--- src/hw/rtl/dpsp_pkg.sv ---
// Shared types, register indexes and the decimal split for the dual PWM setpoint panel.
`timescale 1ns / 1ps

package dpsp_pkg;

    localparam int unsigned SETTING_W = 7;
    localparam int unsigned DELAY_W   = 15;
    localparam int unsigned HOLD_W    = 16;
    localparam int unsigned FRAME_W   = 8;
    localparam int unsigned DIGIT_W   = 4;
    localparam int unsigned CFG_IDX_W = 2;
    localparam int unsigned CFG_DAT_W = 15;

    typedef enum logic [CFG_IDX_W-1:0] {
        CFG_MAX_SETTING  = 2'd0,
        CFG_FIRST_DELAY  = 2'd1,
        CFG_REPEAT_INTVL = 2'd2,
        CFG_FRAMES_DIGIT = 2'd3
    } cfg_index_t;

    localparam logic [SETTING_W-1:0] MAX_SETTING_RST  = 7'd99;
    localparam logic [DELAY_W-1:0]   FIRST_DELAY_RST  = 15'd800;
    localparam logic [DELAY_W-1:0]   REPEAT_INTVL_RST = 15'd300;
    localparam logic [FRAME_W-1:0]   FRAMES_DIGIT_RST = 8'd4;

    typedef struct packed {
        logic [SETTING_W-1:0] max_setting;
        logic [DELAY_W-1:0]   first_delay;
        logic [DELAY_W-1:0]   repeat_intvl;
        logic [FRAME_W-1:0]   frames_digit;
    } cfg_t;

    typedef struct packed {
        logic [SETTING_W-1:0] setting_one;
        logic [SETTING_W-1:0] setting_two;
        logic                 channel;
        logic [HOLD_W-1:0]    hold_count;
        logic                 plus_held;
        logic                 minus_held;
        logic                 select_held;
        logic [FRAME_W-1:0]   frame_count;
        logic                 digit;
    } panel_state_t;

    typedef struct packed {
        logic [SETTING_W-1:0] duty_first;
        logic [SETTING_W-1:0] duty_second;
        logic                 selected_channel;
        logic [DIGIT_W-1:0]   digit_value;
        logic                 digit_position;
        logic                 digit_strobe;
        logic                 save_first;
        logic                 save_second;
    } result_t;

    // Tens of a 7-bit value: multiply by 205/2048, exact for every value below 128.
    function automatic logic [DIGIT_W-1:0] tens_of(input logic [SETTING_W-1:0] v);
        logic [14:0] prod;
        prod = {8'd0, v} * 15'd205;
        return prod[14:11];
    endfunction

    function automatic logic [DIGIT_W-1:0] units_of(input logic [SETTING_W-1:0] v);
        logic [SETTING_W-1:0] tens_x10;
        logic [SETTING_W-1:0] rem;
        tens_x10 = {3'd0, tens_of(v)} * 7'd10;
        rem      = v - tens_x10;
        return rem[DIGIT_W-1:0];
    endfunction

endpackage

--- src/hw/rtl/dpsp_step.sv ---
// Next-state and result logic for one display tick of the setpoint panel.
`timescale 1ns / 1ps

module dpsp_step (
    input  dpsp_pkg::panel_state_t st,
    input  dpsp_pkg::cfg_t         cfg,
    input  logic                   plus_level,
    input  logic                   minus_level,
    input  logic                   select_level,
    output dpsp_pkg::panel_state_t st_next,
    output dpsp_pkg::result_t      res
);

    logic [dpsp_pkg::SETTING_W-1:0] cur;
    logic [dpsp_pkg::HOLD_W-1:0]    hold_inc;
    logic [dpsp_pkg::HOLD_W-1:0]    hold_first;
    logic [dpsp_pkg::HOLD_W-1:0]    hold_wrap;
    logic                           do_nudge;
    logic                           nudge_up;
    logic                           save;
    logic [dpsp_pkg::SETTING_W-1:0] nudged;

    assign cur        = st.channel ? st.setting_two : st.setting_one;
    assign hold_inc   = st.hold_count + 16'd1;
    assign hold_first = {1'b0, cfg.first_delay};
    assign hold_wrap  = {1'b0, cfg.first_delay} + {1'b0, cfg.repeat_intvl};

    always_comb
    begin
        if (nudge_up)
        begin
            nudged = (cur < cfg.max_setting) ? cur + 7'd1 : cur;
        end
        else
        begin
            nudged = (cur != '0) ? cur - 7'd1 : cur;
        end
    end

    always_comb
    begin
        st_next  = st;
        res      = '0;
        do_nudge = 1'b0;
        nudge_up = 1'b0;
        save     = 1'b0;

        // The readout works on the settings and channel from before this tick.
        if (st.frame_count > cfg.frames_digit)
        begin
            st_next.frame_count = 8'd1;
            st_next.digit       = ~st.digit;
            res.digit_value     = st.digit ? dpsp_pkg::units_of(cur)
                                           : dpsp_pkg::tens_of(cur);
            res.digit_strobe    = 1'b1;
        end
        else
        begin
            st_next.frame_count = st.frame_count + 8'd1;
        end

        if (plus_level && !st.plus_held)
        begin
            st_next.plus_held = 1'b1;
            do_nudge          = 1'b1;
            nudge_up          = 1'b1;
        end
        else if (plus_level && st.plus_held)
        begin
            nudge_up           = 1'b1;
            st_next.hold_count = hold_inc;
            if (hold_inc == hold_first)
            begin
                do_nudge = 1'b1;
            end
            else if (hold_inc == hold_wrap)
            begin
                st_next.hold_count = hold_first;
                do_nudge           = 1'b1;
            end
        end
        else if (!plus_level && st.plus_held)
        begin
            st_next.plus_held  = 1'b0;
            st_next.hold_count = '0;
            save               = 1'b1;
        end
        else if (minus_level && !st.minus_held)
        begin
            st_next.minus_held = 1'b1;
            do_nudge           = 1'b1;
        end
        else if (minus_level && st.minus_held)
        begin
            st_next.hold_count = hold_inc;
            if (hold_inc == hold_first)
            begin
                do_nudge = 1'b1;
            end
            else if (hold_inc == hold_wrap)
            begin
                st_next.hold_count = hold_first;
                do_nudge           = 1'b1;
            end
        end
        else if (!minus_level && st.minus_held)
        begin
            st_next.minus_held = 1'b0;
            st_next.hold_count = '0;
            save               = 1'b1;
        end
        else if (select_level && !st.select_held)
        begin
            st_next.select_held = 1'b1;
            st_next.channel     = ~st.channel;
        end
        else if (!select_level && st.select_held)
        begin
            st_next.select_held = 1'b0;
        end

        if (do_nudge)
        begin
            if (st.channel)
            begin
                st_next.setting_two = nudged;
            end
            else
            begin
                st_next.setting_one = nudged;
            end
        end

        res.duty_first       = st_next.setting_one;
        res.duty_second      = st_next.setting_two;
        res.selected_channel = st_next.channel;
        res.digit_position   = st_next.digit;
        res.save_first       = save & ~st.channel;
        res.save_second      = save & st.channel;
    end

endmodule

--- src/hw/rtl/dual_pwm_setpoint_panel.sv ---
// Top level of the dual PWM setpoint panel: button ticks in, settings and readout out.
// A word is registered in the input register on acceptance, and its result is registered in
// the result register once that register can take it, so a low out_ready can hold it back.
// Throughput: one word per cycle while out_ready is high; the single pass of step logic sets that rate.
// Reset (rst_n, asynchronous, active low) clears both settings, the channel, all counters
// and flags, and loads the configuration defaults 99, 800, 300 and 4.
`timescale 1ns / 1ps

module dual_pwm_setpoint_panel (
    input  logic                             clk,
    input  logic                             rst_n,
    // Configuration write port
    input  logic                             cfg_wr_en,
    input  logic [dpsp_pkg::CFG_IDX_W-1:0]   cfg_index,
    input  logic [dpsp_pkg::CFG_DAT_W-1:0]   cfg_data,
    // Input channel: one word per display tick
    input  logic                             in_valid,
    output logic                             in_ready,
    input  logic                             plus_level,
    input  logic                             minus_level,
    input  logic                             select_level,
    // Result channel
    output logic                             out_valid,
    input  logic                             out_ready,
    output logic [dpsp_pkg::SETTING_W-1:0]   duty_first,
    output logic [dpsp_pkg::SETTING_W-1:0]   duty_second,
    output logic                             selected_channel,
    output logic [dpsp_pkg::DIGIT_W-1:0]     digit_value,
    output logic                             digit_position,
    output logic                             digit_strobe,
    output logic                             save_first,
    output logic                             save_second
);

    // Configuration registers.
    dpsp_pkg::cfg_t         cfg_reg;

    // Panel state, advanced once for every word that passes the step logic.
    dpsp_pkg::panel_state_t state_reg;
    dpsp_pkg::panel_state_t state_next;

    // Input register: the button levels of the word waiting for the step logic.
    logic                   in_vld_reg;
    logic                   plus_reg;
    logic                   minus_reg;
    logic                   select_reg;

    // Result register.
    logic                   out_vld_reg;
    dpsp_pkg::result_t      res_reg;
    dpsp_pkg::result_t      res_next;

    logic                   advance;

    // The result register can take a new word when it is empty or being emptied this
    // cycle; the input register then drains into it, so both stages move together.
    assign advance  = in_vld_reg && (!out_vld_reg || out_ready);
    assign in_ready = !in_vld_reg || advance;

    always_ff @(posedge clk or negedge rst_n)
    begin
        if (!rst_n)
        begin
            cfg_reg.max_setting  <= dpsp_pkg::MAX_SETTING_RST;
            cfg_reg.first_delay  <= dpsp_pkg::FIRST_DELAY_RST;
            cfg_reg.repeat_intvl <= dpsp_pkg::REPEAT_INTVL_RST;
            cfg_reg.frames_digit <= dpsp_pkg::FRAMES_DIGIT_RST;
        end
        else if (cfg_wr_en)
        begin
            case (dpsp_pkg::cfg_index_t'(cfg_index))
                dpsp_pkg::CFG_MAX_SETTING:
                    cfg_reg.max_setting  <= cfg_data[dpsp_pkg::SETTING_W-1:0];
                dpsp_pkg::CFG_FIRST_DELAY:
                    cfg_reg.first_delay  <= cfg_data[dpsp_pkg::DELAY_W-1:0];
                dpsp_pkg::CFG_REPEAT_INTVL:
                    cfg_reg.repeat_intvl <= cfg_data[dpsp_pkg::DELAY_W-1:0];
                dpsp_pkg::CFG_FRAMES_DIGIT:
                    cfg_reg.frames_digit <= cfg_data[dpsp_pkg::FRAME_W-1:0];
                default:
                    cfg_reg <= cfg_reg;
            endcase
        end
    end

    // Input stage: valid flag is reset, the captured levels are plain payload.
    always_ff @(posedge clk or negedge rst_n)
    begin
        if (!rst_n)
        begin
            in_vld_reg <= 1'b0;
        end
        else if (in_ready)
        begin
            in_vld_reg <= in_valid;
        end
    end

    always_ff @(posedge clk)
    begin
        if (in_valid && in_ready)
        begin
            plus_reg   <= plus_level;
            minus_reg  <= minus_level;
            select_reg <= select_level;
        end
    end

    dpsp_step u_step (
        .st           (state_reg),
        .cfg          (cfg_reg),
        .plus_level   (plus_reg),
        .minus_level  (minus_reg),
        .select_level (select_reg),
        .st_next      (state_next),
        .res          (res_next)
    );

    // State moves only when a word leaves the input register; result valid is set then and cleared when taken.
    always_ff @(posedge clk or negedge rst_n)
    begin
        if (!rst_n)
        begin
            state_reg   <= '0;
            out_vld_reg <= 1'b0;
        end
        else
        begin
            if (advance)
            begin
                state_reg <= state_next;
            end
            if (advance)
            begin
                out_vld_reg <= 1'b1;
            end
            else if (out_ready)
            begin
                out_vld_reg <= 1'b0;
            end
        end
    end

    always_ff @(posedge clk)
    begin
        if (advance)
        begin
            res_reg <= res_next;
        end
    end

    assign out_valid        = out_vld_reg;
    assign duty_first       = res_reg.duty_first;
    assign duty_second      = res_reg.duty_second;
    assign selected_channel = res_reg.selected_channel;
    assign digit_value      = res_reg.digit_value;
    assign digit_position   = res_reg.digit_position;
    assign digit_strobe     = res_reg.digit_strobe;
    assign save_first       = res_reg.save_first;
    assign save_second      = res_reg.save_second;

endmodule

--- config.mk ---
export PLATFORM = sky130hd
export DESIGN_NAME = dual_pwm_setpoint_panel
export DESIGN_NICKNAME = d
export VERILOG_FILES = /design/src/hw/rtl/dpsp_pkg.sv /design/src/hw/rtl/dpsp_step.sv /design/src/hw/rtl/dual_pwm_setpoint_panel.sv
export SDC_FILE = /design/constraint.sdc
export NUM_CORES = 1
export LEC_CHECK = 0
export BUFFER_PORTS_ARGS = -buffer_cell sky130_fd_sc_hd__buf_2
export CELL_PAD_IN_SITES_DETAIL_PLACEMENT = 1
export CELL_PAD_IN_SITES_GLOBAL_PLACEMENT = 1
export CORE_UTILIZATION = 35
export DETAILED_ROUTE_END_ITERATION = 7
export GPL_TIMING_DRIVEN = 0
export PLACE_DENSITY = 0.68
export SKIP_CTS_REPAIR_TIMING = 1
export SYNTH_ARGS = -nofsm -noshare
export SYNTH_HDL_FRONTEND = slang
export SYNTH_SLANG_ARGS = --single-unit
--- constraint.sdc ---
create_clock -name clk -period 4.8 [get_ports clk]
set_clock_uncertainty 0.1 [all_clocks]
set_input_delay 0.24 -clock clk [delete_from_list [all_inputs] [get_ports clk]]
set_output_delay 0.24 -clock clk [all_outputs]
set_load 0.005 [all_outputs]
==> flow_summary.ini, run 1 <==
[setup_path]
crit_slowest_cell = fa_1
startpoint_type = flip-flop
cp-end-kind = flip-flop
crit_family = adder cells
critPathKind = reg2reg
cp.arrival_ns = 4.93
r2r_start = state_reg[28]
cpMostUsedCell = xnor2_2
worst-path-buf-inv = 6
required_ns = 4.85
crit_chain = buf_12 -> mux2i_4 -> inv_2 -> buf_4 -> ha_1 -> fa_1 -> inv_1 -> fa_1 -> inv_1 -> ha_4 -> a31oi_4 -> o21ai_2 -> a21oi_2 -> xnor2_2 -> ha_2 -> inv_2 -> fa_2 -> xnor2_2 -> xnor2_2 -> xnor2_1 -> a21oi_1
cp-startpoint = state_reg[28]
worstPathMaxFanout = 5
slowest_delay_ns = 0.52

[synth]
yosys.cell_count.top_type = ha_1
yosysUniqueCellTypes = 72
avgSynthCellArea_sq_um = 10.43
synth_area_sq_um = 8394
synth.top_cell.area_share = 0.2325
ys_warn_count = 0
netlist_instances = 805
synth_ff_type = dfrtp_1
synth-edff-count = 26
synthArstFlopShare = 0.7759
synth.area.top_cells = dfrtp_1 23%, ha_1 12%, edfxtp_1 9.3%
synthTopCellsByCount = 81 x ha_1, 78 x dfrtp_1, 64 x xnor2_1
synth-seq-cells = 116
syn_nets = 921
yosys.area.top_type = dfrtp_1
ys_seq_area_frac = 0.3631

[min_path]
hp-class = in2reg
hold_path.startpoint = cfg_data[6]

[sta]
post-route-min-period_ns = 4.881
whs_ns = -0.01476
clock.fmax_ghz = 0.2049
rsz0062_at_grt = true
tightest_slew_ns = 0.8609
fin_crit_sh = 1.017
drv_slew = 0
slew_headroom = 0.4208
report.final.setup_viol = 1
setup_slack_ns = -0.08121
hold_viol = 1

[place]
portBuffers = 49
placed_cell_area_sq_um = 9181
dp.cells = 1174
dp_hpwl_mm = 16.77
preCtsSetupSlack_ns = -0.6139
routabilityCongestion = 0.7968

[final_layout]
largest_reg_flops = 45
design_area_sq_um = 10260
area_growth_pct = 22.25
drive_gt1_frac = 0.2777
instances_no_fill = 1241
n_antenna_cell = 0
nets = 1025

[clocking]
cts_buffers = 17
worstSkewPairLatency_ns = 0.43
cts_root_buffer = clkbuf_16
cts_tree = done
cts.path.max_buffers = 2
htree_levels = 4
clk_pin_slew_ns = 0.06
cts.sinks = 116

[power_and_ir_drop]
p_per_area_nw_per_um2 = 728.5
ir_drop_mv = 1.122
leakage_nw = 4.388
finalPower_w = 0.007476

[routing]
firstDrtPassIters = 5
detail-route-antenna-nets = 0
viasPerCell = 5.311
dr_total_vias = 6591
drt_wl_total_mm = 22.94
wl_per_cell_um = 18.49
dr.first_iter.drc_count = 294
drc = 0

[status]
outcome = complete, but fails checks
failed_checks = negative hold slack, negative setup slack

[global_routing]
grt_overflow = 0
grt_pass1_vias = 6809
grt_pass1_wl_mm = 36.43
grt_max_degree = 61
antenna_found_initial = 0
grtUsageTotal = 0.1929

[die]
die_y_um = 156.9
rows = 56
design.die.area_sq_um = 24610
start_util = 0.3576
die_w_um = 156.9
core_sq_um = 23470
ios = 50

[flow_run]
cap_violations = 0
==> path summary, 6_finish.rpt <==
| path | to | slack (ns) | cells past startpoint |
|---|---|---|---|
| max reg2reg | digit_value[3] | -0.08 | 21 |
| min | cfg_reg[44] | -0.01 | 3 |
| max in group asynchronous | cfg_reg[43] | 3.68 | 3 |
| min in group asynchronous | cfg_reg[19] | 0.20 | 2 |
| max | digit_value[3] | -0.08 | 21 |
| min reg2reg | state_reg[8] | 0.39 | 1 |
==> per-layer routing <==
| metal | track usage | routed length (um) |
|---|---|---|
| met5 | 0 | 0 |
| met4 | 0.05836 | 384 |
| met3 | 0.03655 | 752 |
| met2 | 0.3206 | 11180 |
| met1 | 0.2525 | 10620 |
==> report_power, final <==
group / leakage, nW / total, W / internal (W) / switching, W
Clock: 0.259 / 0.00120 / 0.000674 / 0.000527
Combinational: 2.77 / 0.00477 / 0.00234 / 0.00243
Sequential: 1.36 / 0.00151 / 0.00129 / 0.000218
==> cells in the final DEF, fill, tap and decap left out, types with 14 or more instances in the layout <==
master,instances
a21oi_1,21
buf_2,60
buf_4,20
clkbuf_1,15
clkbuf_16,18
dfrtp_1,77
dlygate4sd3_1,14
edfxtp_1,26
ha_1,69
inv_1,43
mux2_2,57
nand2_1,45
nand3_1,31
nor2_1,22
o211ai_1,25
o21ai_0,34
xnor2_1,60
xor2_1,18
==> cells by family (layout without fill, tap and decap cells) <==
group           Yosys count  count (layout)  share of synthesized area
xor+xnor                 84              84                    0.09033
flops                   116             116                     0.3631
compound gates          156             156                     0.1297
fa+ha+maj                91              91                     0.1446
simple gates            201             201                     0.1365
buf+inv                  86             203                    0.04248
mux                      71              71                    0.09331
==> stage by stage <==
step	util	TNS, ns
after floorplan	-	-0.04893
after global placement	0.3898	-0.7392
after detailed placement	0.3912	-0.8816
after CTS	0.4144	-0.9417
after global routing	0.4372	-0.3077
final	0.4372	-0.08121
==> cell type report <==
type                       count  area (sq um)
buffer                        33         175.2
clock buffer                  18         429.2
clock inverter                14         116.4
fill                        2598         13210
inverter                      53         209.0
multi-input combinational    603          5270
sequential                   116          3049
tap                          319         399.1
timing repair buffer          85         614.3
==> worst reg2reg max path, delay by kind of cell, from the launching register on <==
kind | cells | cell delay (ns)
AO/OA/AOI/OAI | 4 | 0.54
XOR/XNOR | 4 | 0.63
adder cells (fa/ha/maj) | 6 | 2.02
buffers and inverters | 6 | 0.56
flip-flops | 1 | 0.41
multiplexers | 1 | 0.37
Power figures use the tool's default switching activity.
==> inputs of run 2 (changes only) <==
--- a/config.mk
+++ b/config.mk
@@ -5,7 +5,7 @@
 export SDC_FILE = /design/constraint.sdc
 export NUM_CORES = 1
 export LEC_CHECK = 0
-export BUFFER_PORTS_ARGS = -buffer_cell sky130_fd_sc_hd__buf_2
+export BUFFER_PORTS_ARGS = -buffer_cell sky130_fd_sc_hd__buf_4
 export CELL_PAD_IN_SITES_DETAIL_PLACEMENT = 1
 export CELL_PAD_IN_SITES_GLOBAL_PLACEMENT = 1
 export CORE_UTILIZATION = 35
@@ -16,3 +16,4 @@
 export SYNTH_ARGS = -nofsm -noshare
 export SYNTH_HDL_FRONTEND = slang
 export SYNTH_SLANG_ARGS = --single-unit
+export TNS_END_PERCENT = 50
==> flow_summary.ini, run 2 (synthesis results as in run 1) <==
[status]
outcome = complete, but fails checks
failed_checks = negative hold slack, negative setup slack

[setup_path]
r2r_setup_slack_ns = -0.12
required_ns = 4.86
r2r_cells = 21
critPathKind = reg2reg
reg2reg_to = digit_value[3]
startpoint_type = flip-flop
cp.arrival_ns = 4.98
worstPathMaxFanout = 7
r2r_start = state_reg[28]
cp-end-kind = flip-flop

[routing]
viasPerCell = 5.278
drc = 0
wl_per_cell_um = 17.86
detail-route-antenna-nets = 0
drt_wl_total_mm = 22.12
dr_total_vias = 6539
dr.first_iter.drc_count = 306
firstDrtPassIters = 4

[die]
rows = 56
core_sq_um = 23470
start_util = 0.3576
design.die.area_sq_um = 24610
ios = 50
die_y_um = 156.9
die_w_um = 156.9

[sta]
hold_viol = 59
fin_crit_sh = 1.026
report.final.setup_viol = 1
tightest_slew_ns = 1.206
setup_slack_ns = -0.1239
whs_ns = -0.04898
slew_headroom = 0.1728
drv_slew = 0
rsz0062_at_grt = true
setup_tns_ns = -0.1239
clock.fmax_ghz = 0.2031
post-route-min-period_ns = 4.924

[final_layout]
n_antenna_cell = 0
instances_no_fill = 1239
layout_common_cells = 77 x dfrtp_1, 71 x ha_1, 67 x buf_4
layout_commonest_cell = dfrtp_1
drive_gt1_frac = 0.2652
fillCellCount = 2587
largest_reg_flops = 45
area_growth_pct = 22.57
nets = 1023

[clocking]
cts_root_buffer = clkbuf_16
cts_buffers = 17
clk_pin_slew_ns = 0.06
cts.path.max_buffers = 2
worstSkewPairLatency_ns = 0.43
cts_tree = done
cts.sinks = 116
htree_levels = 4

[global_routing]
grt_max_degree = 91
grt_overflow = 0
grt_pass1_vias = 6787
antenna_found_initial = 0
grt_pass1_wl_mm = 35.74
grtUsageTotal = 0.1876

[power_and_ir_drop]
p_per_area_nw_per_um2 = 690.1
leakage_nw = 4.410
power_frac_comb = 0.613
clockPowerShare = 0.176
ir_drop_mv = 0.8649
swShare = 0.4211
p_seq_frac = 0.211
finalPower_w = 0.007100
internal-power_w = 0.004110
switchingPower_w = 0.002990

[place]
dp_hpwl_mm = 16.31
dp.cells = 1173
preCtsSetupSlack_ns = -0.6568
portBuffers = 49
routabilityCongestion = 0.7828

[min_path]
hp-class = in2async

[flow_run]
cap_violations = 0
## run 2: worst max path at each step
stage	slack [ns]	start	end
5_1_grt	-0.36	state_reg[28]	digit_value[3]
3_3_place_gp	-0.49	state_reg[28]	digit_value[3]
2_1_floorplan	-0.05	state_reg[28]	digit_value[3]
6_report	-0.12	state_reg[28]	digit_value[3]
4_1_cts	-0.69	state_reg[28]	digit_value[3]
3_5_place_dp	-0.66	state_reg[28]	digit_value[3]
## run 2: final cells by class
| cell class | instances | area (sq um) | area share |
|---|---|---|---|
| sequential | 116 | 3049 | 0.2964 |
| timing repair buffer | 83 | 671.9 | 0.06530 |
| clock buffer | 20 | 467.9 | 0.04548 |
| clock inverter | 12 | 103.9 | 0.01009 |
| inverter | 53 | 209.0 | 0.02031 |
| tap | 319 | 399.1 | 0.03879 |
| buffer | 33 | 175.2 | 0.01703 |
| multi-input combinational | 603 | 5213 | 0.5066 |
## run 2: per-stage QoR
stage	instance area, sq um	util
after floorplan	8506	-
after global placement	9273	0.3950
after detailed placement	9274	0.3951
after CTS	9846	0.4195
after global routing	10290	0.4383
final	10290	0.4383
## run 2: critical path: stages, from the launching register on
cell     delay (ns)
dfrtp_2        0.39
buf_12         0.15
mux2i_4        0.35
inv_4          0.10
ha_4           0.28
ha_4           0.19
fa_1           0.53
inv_2          0.05
fa_1           0.52
inv_2          0.05
ha_4           0.21
a31oi_4        0.18
o21ai_2        0.07
a21oi_2        0.18
xnor2_2        0.15
ha_2           0.21
inv_2          0.03
fa_2           0.35
xnor2_2        0.15
xnor2_1        0.20
xnor2_1        0.14
a21oi_1        0.08
## run 2: routing by layer
layer | vias up | GRT usage | wire length (um)
li1 | 3148 | - | -
met1 | 3312 | 0.2470 | 10610
met2 | 67 | 0.3149 | 10730
met3 | 12 | 0.03545 | 588
met4 | 0 | 0.04575 | 192
met5 | - | 0 | 0
## run 2: power groups by stage
stage / logic (W) / clock network, W / registers (W)
after floorplan: 0.00290 / 0 / 0.00146
after global placement: 0.00372 / 0 / 0.00151
after detailed placement: 0.00383 / 0 / 0.00152
after CTS: 0.00387 / 0.00128 / 0.00150
after global routing: 0.00493 / 0.00131 / 0.00153
final: 0.00435 / 0.00125 / 0.00150
